`config.mk`:
```
export PLATFORM = sky130hd
export DESIGN_NAME = partition_allocator_ff_bf_wf
export DESIGN_NICKNAME = d
export VERILOG_FILES = /design/src/rtl/core/fpa_pkg.sv /design/src/rtl/core/fpa_ram.sv /design/src/rtl/core/partition_allocator_ff_bf_wf.sv
export SDC_FILE = /design/constraint.sdc
export NUM_CORES = 2
export LEC_CHECK = 0
export ABC_AREA = 1
export BUFFER_PORTS_ARGS = -buffer_cell sky130_fd_sc_hd__buf_2
export CORE_MARGIN = 2
export CORE_UTILIZATION = 54
export DETAILED_ROUTE_END_ITERATION = 12
export GPL_ROUTABILITY_DRIVEN = 0
export HOLD_SLACK_MARGIN = 0.08
export PLACE_DENSITY = 0.7
export REMOVE_ABC_BUFFERS = 1
export SYNTH_ARGS = -nofsm -noshare
export SYNTH_HDL_FRONTEND = slang
export SYNTH_SLANG_ARGS = --single-unit
```
`constraint.sdc`:
```
create_clock -name aclk -period 5.97 [get_ports aclk]
set_input_delay 0.8955 -clock aclk [delete_from_list [all_inputs] [get_ports aclk]]
set_output_delay 0.8955 -clock aclk [all_outputs]
set_load 0.005 [all_outputs]
```
`src/rtl/core/fpa_pkg.sv`:
```
package fpa_pkg;

    localparam int FREE_SLOTS_DEF   = 16;
    localparam int OWN_SLOTS_DEF    = 16;
    localparam int ADDR_W_DEF       = 16;
    localparam int MIN_FRAGMENT_DEF = 10;

    localparam logic [15:0] TOTAL_SIZE_RST = 16'd1024;

    // result status codes
    typedef enum logic [1:0] {
        STAT_OK    = 2'd0,
        STAT_NOMEM = 2'd1,
        STAT_NOID  = 2'd2,
        STAT_FULL  = 2'd3
    } status_t;

    // register index, taken from paddr bit 2
    localparam logic REG_TOTAL = 1'b0;
    localparam logic REG_FIT   = 1'b1;

    localparam logic FUNC_ALLOC = 1'b0;

    localparam logic [1:0] FIT_FIRST = 2'd0;
    localparam logic [1:0] FIT_BEST  = 2'd1;

    typedef enum logic [4:0] {
        S_INIT,
        S_IDLE,
        S_AF_RD,
        S_AF_EV,
        S_AF_DEC,
        S_CP_RD,
        S_CP_EV,
        S_AF_WR,
        S_AG_RD,
        S_AG_EV,
        S_OWN_WR,
        S_FO_RD,
        S_FO_EV,
        S_FO_DEC,
        S_FF_RD,
        S_FF_EV,
        S_FF_WR,
        S_DG_RD,
        S_DG_EV,
        S_DG_END,
        S_FIN
    } state_t;

endpackage

```
`src/rtl/core/fpa_ram.sv`:
```
module fpa_ram #(
    parameter int WIDTH = 32,
    parameter int DEPTH = 16
) (
    input  logic                     aclk,
    input  logic                     we,
    input  logic [$clog2(DEPTH)-1:0] waddr,
    input  logic [WIDTH-1:0]         wdata,
    input  logic [$clog2(DEPTH)-1:0] raddr,
    output logic [WIDTH-1:0]         rdata
);

    logic [WIDTH-1:0] mem [DEPTH];

    always_ff @(posedge aclk) begin
        if (we) begin
            mem[waddr] <= wdata;
        end
        rdata <= mem[raddr];
    end

endmodule

```
`src/rtl/core/partition_allocator_ff_bf_wf.sv`:
```
// Channel   Dir  Handshake          Payload
// s_        in   s_tvalid/s_tready  s_tuser: func; s_tdata: req_size, target_pid
// m_        out  m_tvalid/m_tready  m_tuser: status; m_tdata: pid, start, size
// apb       in   psel/penable       0x0 total_size, 0x4 fit_mode
//
// Allocate scans the free table and then the owned table an entry at a time, through
// their single read ports. Compaction makes one owned-table pass per rank.
// Free scans the owned table, then the free table, then the owned table again.
// Reset (and a total_size write taken while idle) seeds free entry 0.
// A result waits in the output register; the next beat is taken once it is stored.
module partition_allocator_ff_bf_wf #(
    parameter int FREE_SLOTS   = fpa_pkg::FREE_SLOTS_DEF,
    parameter int OWN_SLOTS    = fpa_pkg::OWN_SLOTS_DEF,
    parameter int ADDR_W       = fpa_pkg::ADDR_W_DEF,
    parameter int MIN_FRAGMENT = fpa_pkg::MIN_FRAGMENT_DEF
) (
    input  logic        aclk,
    input  logic        aresetn,
    input  logic        s_tvalid,
    output logic        s_tready,
    input  logic [23:0] s_tdata,   // [15:0] req_size, [23:16] target_pid
    input  logic [0:0]  s_tuser,   // [0] func
    output logic        m_tvalid,
    input  logic        m_tready,
    output logic [39:0] m_tdata,   // [7:0] pid_out, [23:8] base_addr, [39:24] granted_size
    output logic [1:0]  m_tuser,   // [1:0] status
    input  logic        psel,
    input  logic        penable,
    input  logic        pwrite,
    input  logic [2:0]  paddr,
    input  logic [31:0] pwdata,
    output logic [31:0] prdata,
    output logic        pready
);

    localparam int FW  = $clog2(FREE_SLOTS);
    localparam int OW  = $clog2(OWN_SLOTS);
    localparam int CW  = (ADDR_W > 16) ? ADDR_W : 16;
    localparam int FDW = 2 * ADDR_W;
    localparam int ODW = 8 + 2 * ADDR_W + OW;

    fpa_pkg::state_t state_reg, state_next;

    logic [FREE_SLOTS-1:0] free_used_reg, free_used_next;
    logic [OWN_SLOTS-1:0]  own_used_reg, own_used_next;
    logic [OW:0]           own_cnt_reg, own_cnt_next;
    logic [7:0]            next_pid_reg, next_pid_next;
    logic [15:0]           total_size_reg, total_size_next;
    logic [1:0]            fit_mode_reg, fit_mode_next;
    logic                  m_tvalid_reg, m_tvalid_next;

    logic [FW-1:0]     fidx_reg, fidx_next;
    logic [OW-1:0]     oidx_reg, oidx_next;
    logic [15:0]       req_reg, req_next;
    logic [7:0]        tpid_reg, tpid_next;
    logic              pick_found_reg, pick_found_next;
    logic [FW-1:0]     pick_idx_reg, pick_idx_next;
    logic [ADDR_W-1:0] pick_start_reg, pick_start_next;
    logic [ADDR_W-1:0] pick_len_reg, pick_len_next;
    logic [ADDR_W-1:0] sum_reg, sum_next;
    logic [ADDR_W-1:0] addr_reg, addr_next;
    logic [OW:0]       rank_reg, rank_next;
    logic              slot_found_reg, slot_found_next;
    logic [OW-1:0]     slot_idx_reg, slot_idx_next;
    logic [ADDR_W-1:0] start_reg, start_next;
    logic [ADDR_W-1:0] grant_reg, grant_next;
    logic              hit_found_reg, hit_found_next;
    logic [OW-1:0]     hit_idx_reg, hit_idx_next;
    logic [OW-1:0]     hit_age_reg, hit_age_next;
    logic              left_found_reg, left_found_next;
    logic [FW-1:0]     left_idx_reg, left_idx_next;
    logic [ADDR_W-1:0] left_start_reg, left_start_next;
    logic [ADDR_W-1:0] left_len_reg, left_len_next;
    logic              right_found_reg, right_found_next;
    logic [FW-1:0]     right_idx_reg, right_idx_next;
    logic [ADDR_W-1:0] right_len_reg, right_len_next;
    logic              fslot_found_reg, fslot_found_next;
    logic [FW-1:0]     fslot_idx_reg, fslot_idx_next;
    logic [1:0]        res_status_reg, res_status_next;
    logic [7:0]        res_pid_reg, res_pid_next;
    logic [15:0]       res_start_reg, res_start_next;
    logic [15:0]       res_size_reg, res_size_next;
    logic [39:0]       m_tdata_reg, m_tdata_next;
    logic [1:0]        m_tuser_reg, m_tuser_next;

    // table memories
    logic              f_we;
    logic [FW-1:0]     f_waddr;
    logic [FDW-1:0]    f_wdata, f_rdata;
    logic              o_we;
    logic [OW-1:0]     o_waddr;
    logic [ODW-1:0]    o_wdata, o_rdata;

    fpa_ram #(.WIDTH(FDW), .DEPTH(FREE_SLOTS)) u_free_ram (
        .aclk  (aclk),
        .we    (f_we),
        .waddr (f_waddr),
        .wdata (f_wdata),
        .raddr (fidx_reg),
        .rdata (f_rdata)
    );

    fpa_ram #(.WIDTH(ODW), .DEPTH(OWN_SLOTS)) u_own_ram (
        .aclk  (aclk),
        .we    (o_we),
        .waddr (o_waddr),
        .wdata (o_wdata),
        .raddr (oidx_reg),
        .rdata (o_rdata)
    );

    logic [ADDR_W-1:0] f_rd_start, f_rd_len;
    logic [7:0]        o_rd_pid;
    logic [ADDR_W-1:0] o_rd_start, o_rd_len;
    logic [OW-1:0]     o_rd_age;

    assign f_rd_start = f_rdata[FDW-1:ADDR_W];
    assign f_rd_len   = f_rdata[ADDR_W-1:0];
    assign o_rd_pid   = o_rdata[ODW-1:ODW-8];
    assign o_rd_start = o_rdata[ODW-9:ADDR_W+OW];
    assign o_rd_len   = o_rdata[ADDR_W+OW-1:OW];
    assign o_rd_age   = o_rdata[OW-1:0];

    logic f_last, o_last;
    assign f_last = (fidx_reg == FW'(FREE_SLOTS - 1));
    assign o_last = (oidx_reg == OW'(OWN_SLOTS - 1));

    // fit selection against the current pick
    logic [CW-1:0] req_c, len_c, pick_len_c, af_rem;
    logic          fits, better, addr_lower;
    assign req_c      = CW'(req_reg);
    assign len_c      = CW'(f_rd_len);
    assign pick_len_c = CW'(pick_len_reg);
    assign fits       = (len_c >= req_c);
    assign addr_lower = (f_rd_start < pick_start_reg);
    assign af_rem     = pick_len_c - req_c;

    always_comb begin
        if (!pick_found_reg) begin
            better = 1'b1;
        end else if (fit_mode_reg == fpa_pkg::FIT_FIRST || f_rd_len == pick_len_reg) begin
            better = addr_lower;
        end else if (fit_mode_reg == fpa_pkg::FIT_BEST) begin
            better = (f_rd_len < pick_len_reg);
        end else begin
            better = (f_rd_len > pick_len_reg);
        end
    end

    logic [ADDR_W-1:0] hit_end;
    assign hit_end = start_reg + grant_reg;

    // configuration port
    logic cfg_wr, cfg_total_wr;
    assign pready       = 1'b1;
    assign cfg_wr       = psel && penable && pwrite;
    assign cfg_total_wr = cfg_wr && (paddr[2] == fpa_pkg::REG_TOTAL);
    assign prdata       = (paddr[2] == fpa_pkg::REG_TOTAL) ? {16'b0, total_size_reg}
                                                           : {30'b0, fit_mode_reg};

    assign s_tready = (state_reg == fpa_pkg::S_IDLE) && !cfg_total_wr;
    assign m_tvalid = m_tvalid_reg;
    assign m_tdata  = m_tdata_reg;
    assign m_tuser  = m_tuser_reg;

    always_comb begin
        state_next       = state_reg;
        free_used_next   = free_used_reg;
        own_used_next    = own_used_reg;
        own_cnt_next     = own_cnt_reg;
        next_pid_next    = next_pid_reg;
        total_size_next  = total_size_reg;
        fit_mode_next    = fit_mode_reg;
        m_tvalid_next    = m_tvalid_reg && !m_tready;
        fidx_next        = fidx_reg;
        oidx_next        = oidx_reg;
        req_next         = req_reg;
        tpid_next        = tpid_reg;
        pick_found_next  = pick_found_reg;
        pick_idx_next    = pick_idx_reg;
        pick_start_next  = pick_start_reg;
        pick_len_next    = pick_len_reg;
        sum_next         = sum_reg;
        addr_next        = addr_reg;
        rank_next        = rank_reg;
        slot_found_next  = slot_found_reg;
        slot_idx_next    = slot_idx_reg;
        start_next       = start_reg;
        grant_next       = grant_reg;
        hit_found_next   = hit_found_reg;
        hit_idx_next     = hit_idx_reg;
        hit_age_next     = hit_age_reg;
        left_found_next  = left_found_reg;
        left_idx_next    = left_idx_reg;
        left_start_next  = left_start_reg;
        left_len_next    = left_len_reg;
        right_found_next = right_found_reg;
        right_idx_next   = right_idx_reg;
        right_len_next   = right_len_reg;
        fslot_found_next = fslot_found_reg;
        fslot_idx_next   = fslot_idx_reg;
        res_status_next  = res_status_reg;
        res_pid_next     = res_pid_reg;
        res_start_next   = res_start_reg;
        res_size_next    = res_size_reg;
        m_tdata_next     = m_tdata_reg;
        m_tuser_next     = m_tuser_reg;
        f_we             = 1'b0;
        f_waddr          = fidx_reg;
        f_wdata          = '0;
        o_we             = 1'b0;
        o_waddr          = oidx_reg;
        o_wdata          = '0;

        if (cfg_wr) begin
            if (paddr[2] == fpa_pkg::REG_TOTAL) begin
                total_size_next = pwdata[15:0];
            end else begin
                fit_mode_next = pwdata[1:0];
            end
        end

        case (state_reg)
            fpa_pkg::S_INIT: begin
                // seed the single free extent, drop all owners
                f_we              = 1'b1;
                f_waddr           = '0;
                f_wdata           = {ADDR_W'(0), ADDR_W'(total_size_reg)};
                free_used_next    = '0;
                free_used_next[0] = (total_size_reg != 16'd0);
                own_used_next     = '0;
                own_cnt_next      = '0;
                state_next        = fpa_pkg::S_IDLE;
            end
            fpa_pkg::S_IDLE: begin
                if (cfg_total_wr) begin
                    state_next = fpa_pkg::S_INIT;
                end else if (s_tvalid) begin
                    req_next       = s_tdata[15:0];
                    tpid_next      = s_tdata[23:16];
                    res_start_next = '0;
                    res_size_next  = '0;
                    if (s_tuser[0] == fpa_pkg::FUNC_ALLOC) begin
                        next_pid_next = next_pid_reg + 8'd1;
                        res_pid_next  = next_pid_reg + 8'd1;
                        if (s_tdata[15:0] == 16'd0 || own_cnt_reg == (OW+1)'(OWN_SLOTS)) begin
                            res_status_next = fpa_pkg::STAT_FULL;
                            state_next      = fpa_pkg::S_FIN;
                        end else begin
                            fidx_next       = '0;
                            pick_found_next = 1'b0;
                            sum_next        = '0;
                            state_next      = fpa_pkg::S_AF_RD;
                        end
                    end else begin
                        res_pid_next   = s_tdata[23:16];
                        oidx_next      = '0;
                        hit_found_next = 1'b0;
                        state_next     = fpa_pkg::S_FO_RD;
                    end
                end
            end
            fpa_pkg::S_AF_RD: begin
                if (free_used_reg[fidx_reg]) begin
                    state_next = fpa_pkg::S_AF_EV;
                end else if (f_last) begin
                    state_next = fpa_pkg::S_AF_DEC;
                end else begin
                    fidx_next = fidx_reg + 1'b1;
                end
            end
            fpa_pkg::S_AF_EV: begin
                if (fits && better) begin
                    pick_found_next = 1'b1;
                    pick_idx_next   = fidx_reg;
                    pick_start_next = f_rd_start;
                    pick_len_next   = f_rd_len;
                end
                sum_next = sum_reg + f_rd_len;
                if (f_last) begin
                    state_next = fpa_pkg::S_AF_DEC;
                end else begin
                    fidx_next  = fidx_reg + 1'b1;
                    state_next = fpa_pkg::S_AF_RD;
                end
            end
            fpa_pkg::S_AF_DEC: begin
                if (pick_found_reg) begin
                    state_next = fpa_pkg::S_AF_WR;
                end else if (CW'(sum_reg) < req_c) begin
                    res_status_next = fpa_pkg::STAT_NOMEM;
                    state_next      = fpa_pkg::S_FIN;
                end else begin
                    rank_next  = '0;
                    addr_next  = '0;
                    oidx_next  = '0;
                    state_next = fpa_pkg::S_CP_RD;
                end
            end
            fpa_pkg::S_CP_RD: begin
                // pack owners newest first, one rank per pass
                if (rank_reg == own_cnt_reg) begin
                    free_used_next  = '0;
                    pick_idx_next   = '0;
                    pick_start_next = addr_reg;
                    pick_len_next   = sum_reg;
                    state_next      = fpa_pkg::S_AF_WR;
                end else if (own_used_reg[oidx_reg]) begin
                    state_next = fpa_pkg::S_CP_EV;
                end else begin
                    oidx_next = o_last ? '0 : oidx_reg + 1'b1;
                end
            end
            fpa_pkg::S_CP_EV: begin
                if (o_rd_age == rank_reg[OW-1:0]) begin
                    o_we      = 1'b1;
                    o_wdata   = {o_rd_pid, addr_reg, o_rd_len, o_rd_age};
                    addr_next = addr_reg + o_rd_len;
                    rank_next = rank_reg + 1'b1;
                    oidx_next = '0;
                end else begin
                    oidx_next = o_last ? '0 : oidx_reg + 1'b1;
                end
                state_next = fpa_pkg::S_CP_RD;
            end
            fpa_pkg::S_AF_WR: begin
                f_waddr    = pick_idx_reg;
                start_next = pick_start_reg;
                if (af_rem != '0 && af_rem >= CW'(MIN_FRAGMENT)) begin
                    f_we                         = 1'b1;
                    f_wdata                      = {pick_start_reg + ADDR_W'(req_reg),
                                                    ADDR_W'(af_rem)};
                    free_used_next[pick_idx_reg] = 1'b1;
                    grant_next                   = ADDR_W'(req_reg);
                end else begin
                    free_used_next[pick_idx_reg] = 1'b0;
                    grant_next                   = pick_len_reg;
                end
                oidx_next       = '0;
                slot_found_next = 1'b0;
                state_next      = fpa_pkg::S_AG_RD;
            end
            fpa_pkg::S_AG_RD: begin
                // age every owner, spot the first empty slot
                if (own_used_reg[oidx_reg]) begin
                    state_next = fpa_pkg::S_AG_EV;
                end else begin
                    if (!slot_found_reg) begin
                        slot_found_next = 1'b1;
                        slot_idx_next   = oidx_reg;
                    end
                    if (o_last) begin
                        state_next = fpa_pkg::S_OWN_WR;
                    end else begin
                        oidx_next = oidx_reg + 1'b1;
                    end
                end
            end
            fpa_pkg::S_AG_EV: begin
                o_we    = 1'b1;
                o_wdata = {o_rd_pid, o_rd_start, o_rd_len, o_rd_age + 1'b1};
                if (o_last) begin
                    state_next = fpa_pkg::S_OWN_WR;
                end else begin
                    oidx_next  = oidx_reg + 1'b1;
                    state_next = fpa_pkg::S_AG_RD;
                end
            end
            fpa_pkg::S_OWN_WR: begin
                o_we                        = 1'b1;
                o_waddr                     = slot_idx_reg;
                o_wdata                     = {next_pid_reg, start_reg, grant_reg, OW'(0)};
                own_used_next[slot_idx_reg] = 1'b1;
                own_cnt_next                = own_cnt_reg + 1'b1;
                res_status_next             = fpa_pkg::STAT_OK;
                res_start_next              = 16'(start_reg);
                res_size_next               = 16'(grant_reg);
                state_next                  = fpa_pkg::S_FIN;
            end
            fpa_pkg::S_FO_RD: begin
                if (own_used_reg[oidx_reg]) begin
                    state_next = fpa_pkg::S_FO_EV;
                end else if (o_last) begin
                    state_next = fpa_pkg::S_FO_DEC;
                end else begin
                    oidx_next = oidx_reg + 1'b1;
                end
            end
            fpa_pkg::S_FO_EV: begin
                // oldest owner of the id wins
                if (o_rd_pid == tpid_reg && (!hit_found_reg || o_rd_age > hit_age_reg)) begin
                    hit_found_next = 1'b1;
                    hit_idx_next   = oidx_reg;
                    hit_age_next   = o_rd_age;
                    start_next     = o_rd_start;
                    grant_next     = o_rd_len;
                end
                if (o_last) begin
                    state_next = fpa_pkg::S_FO_DEC;
                end else begin
                    oidx_next  = oidx_reg + 1'b1;
                    state_next = fpa_pkg::S_FO_RD;
                end
            end
            fpa_pkg::S_FO_DEC: begin
                if (!hit_found_reg) begin
                    res_status_next = fpa_pkg::STAT_NOID;
                    state_next      = fpa_pkg::S_FIN;
                end else begin
                    fidx_next        = '0;
                    left_found_next  = 1'b0;
                    right_found_next = 1'b0;
                    fslot_found_next = 1'b0;
                    state_next       = fpa_pkg::S_FF_RD;
                end
            end
            fpa_pkg::S_FF_RD: begin
                if (free_used_reg[fidx_reg]) begin
                    state_next = fpa_pkg::S_FF_EV;
                end else begin
                    if (!fslot_found_reg) begin
                        fslot_found_next = 1'b1;
                        fslot_idx_next   = fidx_reg;
                    end
                    if (f_last) begin
                        state_next = fpa_pkg::S_FF_WR;
                    end else begin
                        fidx_next = fidx_reg + 1'b1;
                    end
                end
            end
            fpa_pkg::S_FF_EV: begin
                if ((f_rd_start + f_rd_len) == start_reg && !left_found_reg) begin
                    left_found_next = 1'b1;
                    left_idx_next   = fidx_reg;
                    left_start_next = f_rd_start;
                    left_len_next   = f_rd_len;
                end else if (f_rd_start == hit_end && !right_found_reg) begin
                    right_found_next = 1'b1;
                    right_idx_next   = fidx_reg;
                    right_len_next   = f_rd_len;
                end
                if (f_last) begin
                    state_next = fpa_pkg::S_FF_WR;
                end else begin
                    fidx_next  = fidx_reg + 1'b1;
                    state_next = fpa_pkg::S_FF_RD;
                end
            end
            fpa_pkg::S_FF_WR: begin
                // merge with neighbors, else take a fresh slot, else report full
                oidx_next  = '0;
                state_next = fpa_pkg::S_DG_RD;
                if (left_found_reg && right_found_reg) begin
                    f_we                          = 1'b1;
                    f_waddr                       = left_idx_reg;
                    f_wdata                       = {left_start_reg,
                                                     left_len_reg + grant_reg + right_len_reg};
                    free_used_next[right_idx_reg] = 1'b0;
                end else if (left_found_reg) begin
                    f_we    = 1'b1;
                    f_waddr = left_idx_reg;
                    f_wdata = {left_start_reg, left_len_reg + grant_reg};
                end else if (right_found_reg) begin
                    f_we    = 1'b1;
                    f_waddr = right_idx_reg;
                    f_wdata = {start_reg, right_len_reg + grant_reg};
                end else if (fslot_found_reg) begin
                    f_we                          = 1'b1;
                    f_waddr                       = fslot_idx_reg;
                    f_wdata                       = {start_reg, grant_reg};
                    free_used_next[fslot_idx_reg] = 1'b1;
                end else begin
                    res_status_next = fpa_pkg::STAT_FULL;
                    state_next      = fpa_pkg::S_FIN;
                end
            end
            fpa_pkg::S_DG_RD: begin
                if (own_used_reg[oidx_reg]) begin
                    state_next = fpa_pkg::S_DG_EV;
                end else if (o_last) begin
                    state_next = fpa_pkg::S_DG_END;
                end else begin
                    oidx_next = oidx_reg + 1'b1;
                end
            end
            fpa_pkg::S_DG_EV: begin
                // close the rank gap left by the released owner
                if (o_rd_age > hit_age_reg) begin
                    o_we    = 1'b1;
                    o_wdata = {o_rd_pid, o_rd_start, o_rd_len, o_rd_age - 1'b1};
                end
                if (o_last) begin
                    state_next = fpa_pkg::S_DG_END;
                end else begin
                    oidx_next  = oidx_reg + 1'b1;
                    state_next = fpa_pkg::S_DG_RD;
                end
            end
            fpa_pkg::S_DG_END: begin
                own_used_next[hit_idx_reg] = 1'b0;
                own_cnt_next               = own_cnt_reg - 1'b1;
                res_status_next            = fpa_pkg::STAT_OK;
                res_start_next             = 16'(start_reg);
                res_size_next              = 16'(grant_reg);
                state_next                 = fpa_pkg::S_FIN;
            end
            fpa_pkg::S_FIN: begin
                // hold until the output register is free
                if (!m_tvalid_reg || m_tready) begin
                    m_tvalid_next = 1'b1;
                    m_tdata_next  = {res_size_reg, res_start_reg, res_pid_reg};
                    m_tuser_next  = res_status_reg;
                    state_next    = fpa_pkg::S_IDLE;
                end
            end
            default: begin
                state_next = fpa_pkg::S_IDLE;
            end
        endcase
    end

    always_ff @(posedge aclk) begin
        if (!aresetn) begin
            state_reg      <= fpa_pkg::S_INIT;
            free_used_reg  <= '0;
            own_used_reg   <= '0;
            own_cnt_reg    <= '0;
            next_pid_reg   <= '0;
            total_size_reg <= fpa_pkg::TOTAL_SIZE_RST;
            fit_mode_reg   <= fpa_pkg::FIT_FIRST;
            m_tvalid_reg   <= 1'b0;
        end else begin
            state_reg      <= state_next;
            free_used_reg  <= free_used_next;
            own_used_reg   <= own_used_next;
            own_cnt_reg    <= own_cnt_next;
            next_pid_reg   <= next_pid_next;
            total_size_reg <= total_size_next;
            fit_mode_reg   <= fit_mode_next;
            m_tvalid_reg   <= m_tvalid_next;
        end
    end

    always_ff @(posedge aclk) begin
        fidx_reg        <= fidx_next;
        oidx_reg        <= oidx_next;
        req_reg         <= req_next;
        tpid_reg        <= tpid_next;
        pick_found_reg  <= pick_found_next;
        pick_idx_reg    <= pick_idx_next;
        pick_start_reg  <= pick_start_next;
        pick_len_reg    <= pick_len_next;
        sum_reg         <= sum_next;
        addr_reg        <= addr_next;
        rank_reg        <= rank_next;
        slot_found_reg  <= slot_found_next;
        slot_idx_reg    <= slot_idx_next;
        start_reg       <= start_next;
        grant_reg       <= grant_next;
        hit_found_reg   <= hit_found_next;
        hit_idx_reg     <= hit_idx_next;
        hit_age_reg     <= hit_age_next;
        left_found_reg  <= left_found_next;
        left_idx_reg    <= left_idx_next;
        left_start_reg  <= left_start_next;
        left_len_reg    <= left_len_next;
        right_found_reg <= right_found_next;
        right_idx_reg   <= right_idx_next;
        right_len_reg   <= right_len_next;
        fslot_found_reg <= fslot_found_next;
        fslot_idx_reg   <= fslot_idx_next;
        res_status_reg  <= res_status_next;
        res_pid_reg     <= res_pid_next;
        res_start_reg   <= res_start_next;
        res_size_reg    <= res_size_next;
        m_tdata_reg     <= m_tdata_next;
        m_tuser_reg     <= m_tuser_next;
    end

`ifndef NO_ASSERTIONS
    a_cnt_match: assert property (@(posedge aclk) disable iff (!aresetn)
        own_cnt_reg == ($countones(own_used_reg)))
        else $error("owner count out of step with owner valid bits");

    a_idle_no_write: assert property (@(posedge aclk) disable iff (!aresetn)
        (state_reg == fpa_pkg::S_IDLE) |-> (!f_we && !o_we))
        else $error("table write while idle");

    a_size_reinit: assert property (@(posedge aclk) disable iff (!aresetn)
        (cfg_total_wr && state_reg == fpa_pkg::S_IDLE) |=> !s_tready)
        else $error("beat taken before free table reseeded");

    a_own_wr_room: assert property (@(posedge aclk) disable iff (!aresetn)
        (state_reg == fpa_pkg::S_OWN_WR) |-> (slot_found_reg && !own_used_reg[slot_idx_reg]))
        else $error("owner written without a free slot");
`endif

endmodule

```
==> results.sh <==
export IMPL_run_status="finished clean"
export IMPL_filler_cell_count=10800
export IMPL_synthesis_instances=6893
export IMPL_postCtsResizedCells=0
export IMPL_reg_largest_list="u_own_ram.mem x704, u_free_ram.mem x512, u_own_ram.rdata x44"
export IMPL_dr_first_iter_drc_count=7266
export IMPL_globalRouteTotalUtil_pct=30.4
export IMPL_worst_hold_slack_ns=0.270
export IMPL_h_tree_depth=4
export IMPL_cellLeakagePower_nw=30.3
export IMPL_via_count=55200
export IMPL_synth_top_cell_by_area="edfxtp_1"
export IMPL_synth_seq_cells=1660
export IMPL_maxSlewHeadroom_pct=11.4
export IMPL_share_of_the_synthesized_area_in_the_top_cell_type_pct=60.7
export IMPL_cp_required_ns=6.48
export IMPL_placement_setup_worst_slack_ns=1.24
export IMPL_cts_reportedPaths_clkPinSlew_ns=0.06
export IMPL_grt_max_degree=219
export IMPL_report_final_hold_viol_count=0
export IMPL_final_cell_area_mm2=0.0833
export IMPL_post_synth_top_flop="edfxtp_1"
export IMPL_power_frac_clock_pct=27.0
export IMPL_detail_route_wirelength_mm=218
export IMPL_placeable_core_area_mm2=0.138
export IMPL_post_drt_wl_per_cell_um=24.5
export IMPL_yosys_warnings=0
export IMPL_comb_power_share_pct=33.2
export IMPL_fmax_mhz=209
export IMPL_clock_skew_ns=0.0306
export IMPL_synth_edf_count=1515
export IMPL_worst_setup_path_end_kind="register"
export IMPL_setup_worst_path_start_class="register"
export IMPL_final_layout_size_suffix_gt1_share_pct=8.31
export IMPL_timing_worst_setup_path_type="register to register"
export IMPL_ctsHoldBuffers=0
export IMPL_regArea_mm2=0.0484
export IMPL_worstPathMaxFanout=33
export IMPL_post_dp_cell_area_mm2=0.0778
export IMPL_number_of_antenna_violations_at_the_first_check_in_global_routing=5
export IMPL_ioPinCount=144
export IMPL_grt_setup_unrepaired="false"
export IMPL_final_period_utilization_pct=80.3
export IMPL_ys_async_rst_share_pct=0
export IMPL_finalSetupTns_ns=0
export IMPL_post_drt_via_cell_ratio=6.21
export IMPL_seq_area_frac_synth_pct=64.5
export IMPL_synth_cell_type_count=59
export IMPL_mappedNetlistArea_mm2=0.0750
export IMPL_floorplan_die_area_mm2=0.142
export IMPL_top_register="u_own_ram.mem"
export IMPL_finalMaxSlewViolations=0
export IMPL_layout_setup_ws_ns=1.17
export IMPL_largest_register_ffs=704
export IMPL_switchingPower_mw=14.8
export IMPL_cap_violations=0
export IMPL_first_global_vias=52200
export IMPL_seqPwrFrac_pct=39.9
export IMPL_power_per_cell_area_mw_per_mm2=467
export IMPL_timing_hold_worst_class="input pin to register"
export IMPL_drc=0
export IMPL_sw_frac_of_total_pct=38.0
export IMPL_grt_pass1_wl_mm=323
export IMPL_critical_path_max_stage_delay_ns=0.85
export IMPL_cts_buffers=163
export IMPL_port_buffers=108
export IMPL_critical_path_n_buffers_inverters=2
export IMPL_root_buffer="clkbuf_16"
export IMPL_number_of_post_cts_setup_repair_buffers=0
export IMPL_die_width_um=377
export IMPL_die_y_um=377
export IMPL_path_cells="inv_1 -> ha_1 -> nand2_1 -> nor2_1 -> nand3_1 -> nand3b_1 -> xor2_1 -> nor2_4 -> nand3_4 -> nand2_4 -> nand3_4 -> nand3_2 -> nor2_4 -> buf_4"
export IMPL_place_hpwl_mm=136
export IMPL_family_of_cells_with_the_greatest_summed_delay_on_the_critical_path="simple AND/OR/NAND/NOR gates"
export IMPL_post_synth_main_area_contributors="edfxtp_1 61%, nand2_1 5.6%, o21ai_0 5.2%, nor2_1 3.9%, dfxtp_1 3.9%"
export IMPL_vdd_ir_drop_worst_mv=0.581
export IMPL_clk_latency_ns=0.82
export IMPL_grt_remaining_overflow=0
export IMPL_multi_input_comb_area_mm2=0.0238
export IMPL_total_power_consumption_mw=38.9
export IMPL_cts_path_max_buffers=3
export IMPL_post_synth_cell_area_avg_um2=10.9
export IMPL_tritoncts="done"
export IMPL_power_report_internal_total_mw=24.1
export IMPL_floorplan_rows=136
export IMPL_areaGrowthSynthToFinish_pct=11.0
export IMPL_crit_path_top_delay_cell="nor2_4"
export IMPL_final_net_count=7249
export IMPL_antenna_left=0
export IMPL_setup_viol=0
export IMPL_shortest_period_the_worst_path_allows_ns=4.80
export IMPL_starting_utilization_of_the_core_area_pct=54.5
export IMPL_worst_margin_slew_ns=1.33
export IMPL_cp_data_arrival_time_ns=5.31
export IMPL_cts_sinks=1660
export IMPL_drt_pass1_iterations=7
[cells in the mapped netlist (5+ instances only)]
cell	count
inv_1	445
o22ai_1	162
a21oi_1	419
buf_1	23
nand3b_1	13
a221oi_1	57
dfxtp_1	145
ha_1	213
buf_4	21
nor3_1	41
o2111ai_1	7
nand4_1	87
edfxtp_1	1515
o31ai_1	7
nand2_1	1121
a211oi_1	11
inv_2	25
xnor2_1	39
nor2_2	5
nor2_1	780
a31oi_1	15
xor2_1	68
clkinv_1	7
o21bai_1	8
o21ai_1	32
buf_2	25
a21o_1	19
o21a_1	10
or2_2	17
clkbuf_1	270
nor4_1	5
nand3_1	287
o21ai_0	774
a21boi_0	10
o211ai_2	11
o211ai_1	36
o221ai_1	104
fa_1	10
a22oi_1	5
[metrics by stage]
step           utilization [%]  instances
2_1_floorplan                -       6567
3_3_place_gp              56.5       8588
3_5_place_dp              56.5       8588
4_1_cts                   60.5       8895
5_1_grt                   60.5       8895
6_report                  60.5       8897
[power groups by stage]
stage	logic, mW	registers (mW)	clock network, mW
after floorplan	7.88	15.8	0
after global placement	12.3	15.6	0
after detailed placement	12.6	15.7	0
after CTS	12.7	15.4	10.6
after global routing	14.2	15.5	11.0
final	12.9	15.5	10.5
[cell families (layout without fill, tap and decap cells)]
group / count (synthesis) / in the layout / share of synthesized area, %
simple gates: 2381 / 2381 / 13.1
fa+ha+maj: 223 / 223 / 3.82
xor+xnor: 107 / 107 / 1.25
compound gates: 1702 / 1702 / 13.0
flops: 1660 / 1660 / 64.5
other cells: 2 / 19 / 0.0100
buf+inv: 818 / 1011 / 4.26
[final timing paths]
check | start | to | slack [ns] | cells past startpoint
setup reg to reg | req_c[7]$_DFFE_PP_ | u_free_ram.mem[12][21]$_DFFE_PP_ | 1.17 | 14
setup / recovery | req_c[7]$_DFFE_PP_ | u_free_ram.mem[12][21]$_DFFE_PP_ | 1.17 | 14
hold / removal | s_tdata[20] | tpid_reg[4]$_DFFE_PP_ | 0.27 | 1
hold reg to reg | res_pid_reg[5]$_DFFE_PP_ | m_tdata[5]$_DFFE_PP_ | 0.42 | 0
[worst register-to-register path: cells and delay by family, from the launching register on]
| kind | cells | cell delay [ns] |
|---|---|---|
| and+or+nand+nor | 10 | 2.70 |
| DFF | 1 | 0.52 |
| xor gates and xnor gates | 1 | 0.29 |
| buffers and inverters | 2 | 0.55 |
| adders and majority gates | 1 | 0.42 |
[layout by cell type (no fill, tap or decap), types with 13 or more instances in the layout]
cell type  netlist  final
edfxtp_1      1515   1515
nand2_1       1121   1119
o21ai_0        774    770
nor2_1         780    744
inv_1          445    441
a21oi_1        419    417
nand3_1        287    287
ha_1           213    213
clkbuf_16        0    166
o22ai_1        162    162
dfxtp_1        145    145
buf_4           21    110
buf_2           25    108
o221ai_1       104    104
nand4_1         87     87
xor2_1          68     68
a221oi_1        57     57
clkbuf_1       270     51
nor3_1          41     40
nor2_4           4     40
xnor2_1         39     39
o211ai_1        36     36
o21ai_1         32     34
clkinv_1         7     28
inv_2           25     27
clkinv_2         0     20
a21o_1          19     19
or2_2           17     17
conb_1           2     17
bufinv_16        0     16
a31oi_1         15     15
clkbuf_8         0     14
nand3b_1        13     13
[metal layers]
metal	GRT usage (%)	part of all wire, %	vias up
met1	40.4	38	26600
met5	0	0.020	-
met3	6.37	11	610
met4	14.3	5.0	6
li1	-	-	24900
met2	47.8	46	3088
[cell type report]
class                      instances  area share, %
inverter                         477           2.17
clock buffer                     231           5.45
antenna                            2        0.00601
tap                             1794           2.70
sequential                      1660           58.1
clock inverter                    76           1.12
multi-input combinational       4430           28.6
timing repair buffer             227           1.86
Power figures use the tool's default switching activity.
